### src/sbpdt_pkg.sv
// ----------------------------------------------------------------------------
// sbpdt_pkg
// Shared sizes, op codes and search result type for the slot buffer.
// ----------------------------------------------------------------------------
package sbpdt_pkg;

  localparam int SLOTS    = 16;
  localparam int TAG_BITS = 16;

  localparam int SLOT_W = (SLOTS > 1) ? $clog2(SLOTS) : 1;
  localparam int CNT_W  = $clog2(SLOTS + 1);

  // Fixed field widths on the ports
  localparam int OP_FW   = 2;
  localparam int SLOT_FW = 4;
  localparam int TAG_FW  = 16;
  localparam int CNT_FW  = 5;

  typedef logic [SLOT_W-1:0]   slot_t;
  typedef logic [CNT_W-1:0]    cnt_t;
  typedef logic [TAG_BITS-1:0] tag_t;

  typedef enum logic [OP_FW-1:0] {
    OP_PLACE    = 2'd0,
    OP_DISPLACE = 2'd1,
    OP_TAKE     = 2'd2
  } op_t;

  localparam logic ST_DONE    = 1'b0;
  localparam logic ST_REFUSED = 1'b1;

  typedef struct packed {
    logic  place_ok;
    slot_t place_slot;
    logic  disp_ok;
    slot_t disp_slot;
    logic  take_ok;
    slot_t take_slot;
    logic  prev_ok;
    slot_t prev_slot;
  } search_t;

endpackage

### src/sbpdt_tag_ram.sv
// ----------------------------------------------------------------------------
// sbpdt_tag_ram
// Simple dual-port synchronous RAM, registered read that holds when idle.
// ----------------------------------------------------------------------------
module sbpdt_tag_ram #(
  parameter int DEPTH = 16,
  parameter int WIDTH = 16,
  parameter int AW    = (DEPTH > 1) ? $clog2(DEPTH) : 1
) (
  input  logic             clk,
  input  logic             we,
  input  logic [AW-1:0]    waddr,
  input  logic [WIDTH-1:0] wdata,
  input  logic             re,
  input  logic [AW-1:0]    raddr,
  output logic [WIDTH-1:0] rdata
);

  logic [WIDTH-1:0] mem [DEPTH];

  always_ff @(posedge clk) begin
    if (we) begin
      mem[waddr] <= wdata;
    end
  end

  always_ff @(posedge clk) begin
    if (re) begin
      rdata <= mem[raddr];
    end
  end

endmodule

### src/sbpdt_search.sv
// ----------------------------------------------------------------------------
// sbpdt_search
// Priority searches over the occupancy vector for place, displace and take.
// ----------------------------------------------------------------------------
module sbpdt_search (
  input  logic [sbpdt_pkg::SLOTS-1:0] occ,
  input  sbpdt_pkg::slot_t            place_ptr,
  input  sbpdt_pkg::slot_t            sel_ptr,
  output sbpdt_pkg::search_t          res
);
  import sbpdt_pkg::*;

  always_comb begin
    int idx;
    logic [SLOTS-1:0] occ_left;
    res = '0;
    idx = 0;

    // lowest free slot
    for (int k = 0; k < SLOTS; k++) begin
      if (!res.place_ok && !occ[k]) begin
        res.place_ok   = 1'b1;
        res.place_slot = slot_t'(k);
      end
    end

    // downward from the place pointer, with wrap
    for (int k = 0; k < SLOTS; k++) begin
      idx = int'(place_ptr) + SLOTS - k;
      if (idx >= SLOTS) idx = idx - SLOTS;
      if (!res.disp_ok && occ[slot_t'(idx)]) begin
        res.disp_ok   = 1'b1;
        res.disp_slot = slot_t'(idx);
      end
    end

    // upward from the select pointer, with wrap
    for (int k = 0; k < SLOTS; k++) begin
      idx = int'(sel_ptr) + k;
      if (idx >= SLOTS) idx = idx - SLOTS;
      if (!res.take_ok && occ[slot_t'(idx)]) begin
        res.take_ok   = 1'b1;
        res.take_slot = slot_t'(idx);
      end
    end

    // nearest occupied slot below the taken one, once it is cleared
    occ_left = occ;
    occ_left[res.take_slot] = 1'b0;
    for (int k = 1; k < SLOTS; k++) begin
      idx = int'(res.take_slot) + SLOTS - k;
      if (idx >= SLOTS) idx = idx - SLOTS;
      if (!res.prev_ok && occ_left[slot_t'(idx)]) begin
        res.prev_ok   = 1'b1;
        res.prev_slot = slot_t'(idx);
      end
    end
  end

endmodule

### src/slot_buffer_place_displace_take_unit.sv
// ----------------------------------------------------------------------------
// slot_buffer_place_displace_take_unit
// Slot buffer of request tags with place, displace and take requests.
// ----------------------------------------------------------------------------
// A request goes through search and tag RAM access into the pending register,
//   then the result register, and waits longer only while the result side stalls.
// Throughput: one request per cycle while results are taken; the tag RAM
//   read is the one stage a request spends before its result is formed.
// Reset (synchronous, rst_n low): buffer empty, count and both pointers zero,
//   no result pending. Tag RAM contents are not cleared.
// ----------------------------------------------------------------------------
module slot_buffer_place_displace_take_unit (
  input  logic                            clk,
  input  logic                            rst_n,
  input  logic                            in_valid,
  output logic                            in_stall,
  input  logic [sbpdt_pkg::OP_FW-1:0]     in_op,
  input  logic [sbpdt_pkg::TAG_FW-1:0]    in_request_tag,
  output logic                            out_valid,
  input  logic                            out_stall,
  output logic                            out_status,
  output logic [sbpdt_pkg::SLOT_FW-1:0]   out_slot,
  output logic [sbpdt_pkg::TAG_FW-1:0]    out_out_tag,
  output logic [sbpdt_pkg::CNT_FW-1:0]    out_count
);
  import sbpdt_pkg::*;

  logic [SLOTS-1:0] occ_r, occ_nxt;
  cnt_t             cnt_r, cnt_nxt;
  slot_t            pp_r, pp_nxt;
  slot_t            sp_r, sp_nxt;

  logic             p_valid_r;
  logic             p_status_r, p_status_nxt;
  slot_t            p_slot_r, p_slot_nxt;
  cnt_t             p_cnt_r;
  logic             p_from_ram_r, p_from_ram_nxt;
  logic [TAG_FW-1:0] p_tag_r, p_tag_nxt;

  logic             in_acc, p_move;
  logic             ram_we, ram_re;
  slot_t            ram_raddr;
  tag_t             ram_rdata;
  search_t          srch;

  assign p_move   = p_valid_r && (!out_valid || !out_stall);
  assign in_stall = p_valid_r && !p_move;
  assign in_acc   = in_valid && !in_stall;

  sbpdt_search u_search (
    .occ       (occ_r),
    .place_ptr (pp_r),
    .sel_ptr   (sp_r),
    .res       (srch)
  );

  sbpdt_tag_ram #(
    .DEPTH (SLOTS),
    .WIDTH (TAG_BITS)
  ) u_tag_ram (
    .clk   (clk),
    .we    (ram_we),
    .waddr (srch.place_slot),
    .wdata (tag_t'(in_request_tag)),
    .re    (ram_re),
    .raddr (ram_raddr),
    .rdata (ram_rdata)
  );

  always_comb begin
    occ_nxt        = occ_r;
    cnt_nxt        = cnt_r;
    pp_nxt         = pp_r;
    sp_nxt         = sp_r;
    p_status_nxt   = ST_REFUSED;
    p_slot_nxt     = '0;
    p_from_ram_nxt = 1'b0;
    p_tag_nxt      = '0;
    ram_we         = 1'b0;
    ram_re         = 1'b0;
    ram_raddr      = srch.disp_slot;

    if (in_acc) begin
      case (in_op)
        OP_PLACE: begin
          if (srch.place_ok) begin
            occ_nxt[srch.place_slot] = 1'b1;
            cnt_nxt      = cnt_r + cnt_t'(1);
            pp_nxt       = srch.place_slot;
            ram_we       = 1'b1;
            p_status_nxt = ST_DONE;
            p_slot_nxt   = srch.place_slot;
            p_tag_nxt    = TAG_FW'(tag_t'(in_request_tag));
          end
        end
        OP_DISPLACE: begin
          if (srch.disp_ok) begin
            occ_nxt[srch.disp_slot] = 1'b0;
            cnt_nxt        = cnt_r - cnt_t'(1);
            pp_nxt         = (srch.disp_slot == '0) ? slot_t'(SLOTS - 1)
                                                    : srch.disp_slot - slot_t'(1);
            ram_re         = 1'b1;
            p_status_nxt   = ST_DONE;
            p_slot_nxt     = srch.disp_slot;
            p_from_ram_nxt = 1'b1;
          end
        end
        OP_TAKE: begin
          if (srch.take_ok) begin
            occ_nxt[srch.take_slot] = 1'b0;
            cnt_nxt        = cnt_r - cnt_t'(1);
            sp_nxt         = (srch.take_slot == slot_t'(SLOTS - 1)) ? '0
                                                    : srch.take_slot + slot_t'(1);
            // if the taken slot is the place pointer's, it follows to the nearest occupied slot below
            if (srch.take_slot == pp_r && srch.prev_ok) begin
              pp_nxt = srch.prev_slot;
            end
            ram_re         = 1'b1;
            ram_raddr      = srch.take_slot;
            p_status_nxt   = ST_DONE;
            p_slot_nxt     = srch.take_slot;
            p_from_ram_nxt = 1'b1;
          end
        end
        default: ;
      endcase
    end
  end

  always_ff @(posedge clk) begin
    if (!rst_n) begin
      occ_r     <= '0;
      cnt_r     <= '0;
      pp_r      <= '0;
      sp_r      <= '0;
      p_valid_r <= 1'b0;
      out_valid <= 1'b0;
    end else begin
      occ_r     <= occ_nxt;
      cnt_r     <= cnt_nxt;
      pp_r      <= pp_nxt;
      sp_r      <= sp_nxt;
      p_valid_r <= in_acc || (p_valid_r && !p_move);
      out_valid <= p_move || (out_valid && out_stall);
    end
  end

  always_ff @(posedge clk) begin
    if (in_acc) begin
      p_status_r   <= p_status_nxt;
      p_slot_r     <= p_slot_nxt;
      p_cnt_r      <= cnt_nxt;
      p_from_ram_r <= p_from_ram_nxt;
      p_tag_r      <= p_tag_nxt;
    end
    if (p_move) begin
      out_status  <= p_status_r;
      out_slot    <= SLOT_FW'(p_slot_r);
      out_count   <= CNT_FW'(p_cnt_r);
      out_out_tag <= p_from_ram_r ? TAG_FW'(ram_rdata) : p_tag_r;
    end
  end

endmodule

### config.mk
export PLATFORM = sky130hd
export DESIGN_NAME = slot_buffer_place_displace_take_unit
export DESIGN_NICKNAME = d
export VERILOG_FILES = /design/src/sbpdt_pkg.sv /design/src/sbpdt_tag_ram.sv /design/src/sbpdt_search.sv /design/src/slot_buffer_place_displace_take_unit.sv
export SDC_FILE = /design/constraint.sdc
export NUM_CORES = 1
export LEC_CHECK = 0
export BUFFER_PORTS_ARGS = -buffer_cell sky130_fd_sc_hd__buf_2
export CELL_PAD_IN_SITES_DETAIL_PLACEMENT = 1
export CELL_PAD_IN_SITES_GLOBAL_PLACEMENT = 1
export CORE_ASPECT_RATIO = 1.4
export CORE_UTILIZATION = 30
export CTS_CLUSTER_SIZE = 20
export DETAILED_ROUTE_END_ITERATION = 10
export PLACE_DENSITY = 0.52
export SLEW_MARGIN = 0
export SYNTH_ARGS = -nofsm -noshare
export SYNTH_HDL_FRONTEND = slang
export SYNTH_SLANG_ARGS = --single-unit
### constraint.sdc
create_clock -name clk -period 21.7 [get_ports clk]
set_clock_uncertainty 0.1 [all_clocks]
set_input_delay 1.085 -clock clk [delete_from_list [all_inputs] [get_ports clk]]
set_output_delay 1.085 -clock clk [all_outputs]
set_load 0.01 [all_outputs]
==> reports/qor.yml <==
worstSetupEndpointType: "register"
num-fill-cells: 7720
holdBufCountCts: 0
drc: 0
ys_types: 105
clock_path_buffers: 3
dieHeight_microns: 317.8
rows: 115
gr-total-overflow: 0
max_cap_viol_count: 0
vias_per_cell: 5.653
slew_viol_final: 0
initial_core_util_pct: 30.38
yosysTopAreaCell: "edfxtp_1"
syn-num-nets: 2017
syn_area_sq_mm: 0.02138
max_freq_mhz: 107.4
grt_util_met3_pct: 1.968
synth_ff_type: "edfxtp_1"
synth_common_cells: "325 x edfxtp_1, 291 x nand2_1, 108 x clkbuf_1"
post_cts_buffers: 0
cts-root-buf: "clkbuf_16"
reg2reg_depth: 23
die_area_sq_mm: 0.07234
drive_gt1_share_pct: 16.97
multiInputGateArea_sq_mm: 0.01021
use_met2_pct: 38.99
synthTopCellsByArea: "edfxtp_1 46%, mux4_2 6.6%, nand2_1 5.1%, mux2i_1 3.3%, dfxtp_1 2.9%"
fp.dieW_microns: 227.6
via_count: 16560
core_sq_mm: 0.07036
syn_inst: 1961
crit_required_ps: 22060
clk_latency_ps: 560
ys_ff_latch: 356
dpl.cell_count: 2858
outcome: "completed"
avgSynthCellArea_sq_um: 10.90
drt_wl_total_mm: 76.48
start_kind: "register"
maxSlewHeadroom_pct: 20.93
rsz0062_at_grt: "false"
crit_fanout: 30
yosys_warnings: 0
ant_nets: 0
grt_start_max_net_pins: 69
yosys.area.top_type_share_pct: 45.65
path_clk_slew_ps: 70
cts.repair.resized: 0
grt_util_met1_pct: 24.29
num-nets-final: 2019
crit_arrival_ps: 9680
min_path_type: "register to register"
tns_ps: 0
synthArstFlopShare_pct: 0
drt_iter0_markers: 917
regArea_sq_mm: 0.01038
synth_edf_count: 325
ios: 50
cts.sinks: 356
place.gp.congestion: 0.8810
synth_most_common_cell: "edfxtp_1"
holdPathStages: 0
routedWlPerCell_microns: 26.11
worstSetupPathType: "register to register"
grt_pass1_vias: 17460
hold_viol: 0
antenna_found_initial: 2
worstMarginPinSlew_ps: 1186
setup-violations-final: 0
syn2layout_area_growth_pct: 11.75
yosysSeqAreaShare_pct: 48.56
period_share_pct: 42.93
port_buffers: 49
numCtsBuffers: 39
cts_tree: "yes"
final_cells: 2929
top_usage_layer: "met2"
drtPass1Iterations: 5
htreeDepth: 2
grt.total_usage_pct: 20.97
hpwl_mm: 51.39
grt_pass1_wl_mm: 113.4
fin_crit_ps: 9315
[cells in the final DEF (no fill, tap or decap), types with 56 or more instances in the layout]
cell,synthesis,routed
edfxtp_1,325,325
a31oi_1,57,57
a211oi_1,72,72
and2_1,62,62
buf_4,6,62
o21ai_0,62,62
nor2_1,99,96
mux2i_1,70,68
inv_1,56,56
mux4_2,63,63
nand2_1,291,291
a21oi_1,90,88
[registers in the layout (all words and copies together) (netlist names), 4 cells and up]
signal           count
out_count            5
sp_r                 4
out_slot             4
u_tag_ram.rdata     16
occ_r               16
pp_r                 4
p_slot_r             4
cnt_r                5
p_tag_r             16
p_cnt_r              5
u_tag_ram.mem      256
out_out_tag         16
[per-stage QoR]
step                      instance area [sq um]  worst slack, ps  hold slack, ps  util, %
final                                     23890            12380           321.9    33.95
after global routing                      23890            11700           320.4    33.95
after CTS                                 23890            12320           319.6    33.95
after detailed placement                  22730            12360           312.8    32.30
after global placement                    22730            12430           306.0    32.30
after floorplan                           21380            13870           300.3        -
[cell families after synthesis]
group                    count (synthesis)  share of synthesized area (%)
AND/OR/NAND/NOR                        661                          14.86
adder cells (fa/ha/maj)                 34                          1.990
XOR/XNOR                                35                          1.697
flip-flops                             356                          48.56
multiplexers                           180                          12.71
AO/OA/AOI/OAI                          478                          15.83
buffers and inverters                  217                          4.360
[critical path, stage by stage, from the launching register on]
cell       delay, ps
dfxtp_1          310
buf_4            370
clkinv_1         410
ha_1             910
mux4_2           680
mux2i_1          370
mux2i_1          330
nor3_1           390
nand2_1          280
a2111oi_0        430
or3_1            220
buf_4            370
clkinv_4         330
ha_1             480
xnor2_2          480
mux4_1           390
mux2i_1          140
nor4_2           270
or4b_4           590
nor4_4           340
nand3_1          150
a31o_4           300
mux2_4           300
a311oi_1         240
[per-layer routing]
| metal | share of wire, % | up-vias | wire length (microns) |
|---|---|---|---|
| met5 | 0.016 | - | 12 |
| met1 | 40 | 8584 | 30460 |
| li1 | - | 7513 | - |
| met3 | 2.7 | 133 | 2066 |
| met2 | 53 | 325 | 40860 |
| met4 | 4.0 | 2 | 3077 |
[final timing paths]
kind,slack (ps),end,from
worst min-delay path,320,out_count[2]$_DFFE_PP_,p_cnt_r[2]$_DFFE_PP_
worst max register to register,12380,pp_r[0]$_SDFFE_PN0P_,sp_r[1]$_SDFFE_PN0P_
worst min register to register,320,out_count[2]$_DFFE_PP_,p_cnt_r[2]$_DFFE_PP_
worst max-delay path,12380,pp_r[0]$_SDFFE_PN0P_,sp_r[1]$_SDFFE_PN0P_
[layout make-up]
type	instances	area share, %
Inverter	67	1.074
Antenna cell	1	0.01048
Timing Repair Buffer	111	2.975
Tap cell	936	4.903
Clock buffer	48	4.316
Sequential cell	356	43.45
Clock inverter	22	0.5238
Multi-Input combinational cell	1388	42.75
Power is left out: the tool's default activity adds up to more than one toggle a clock period on the data nets, which glitch-free logic cannot reach.
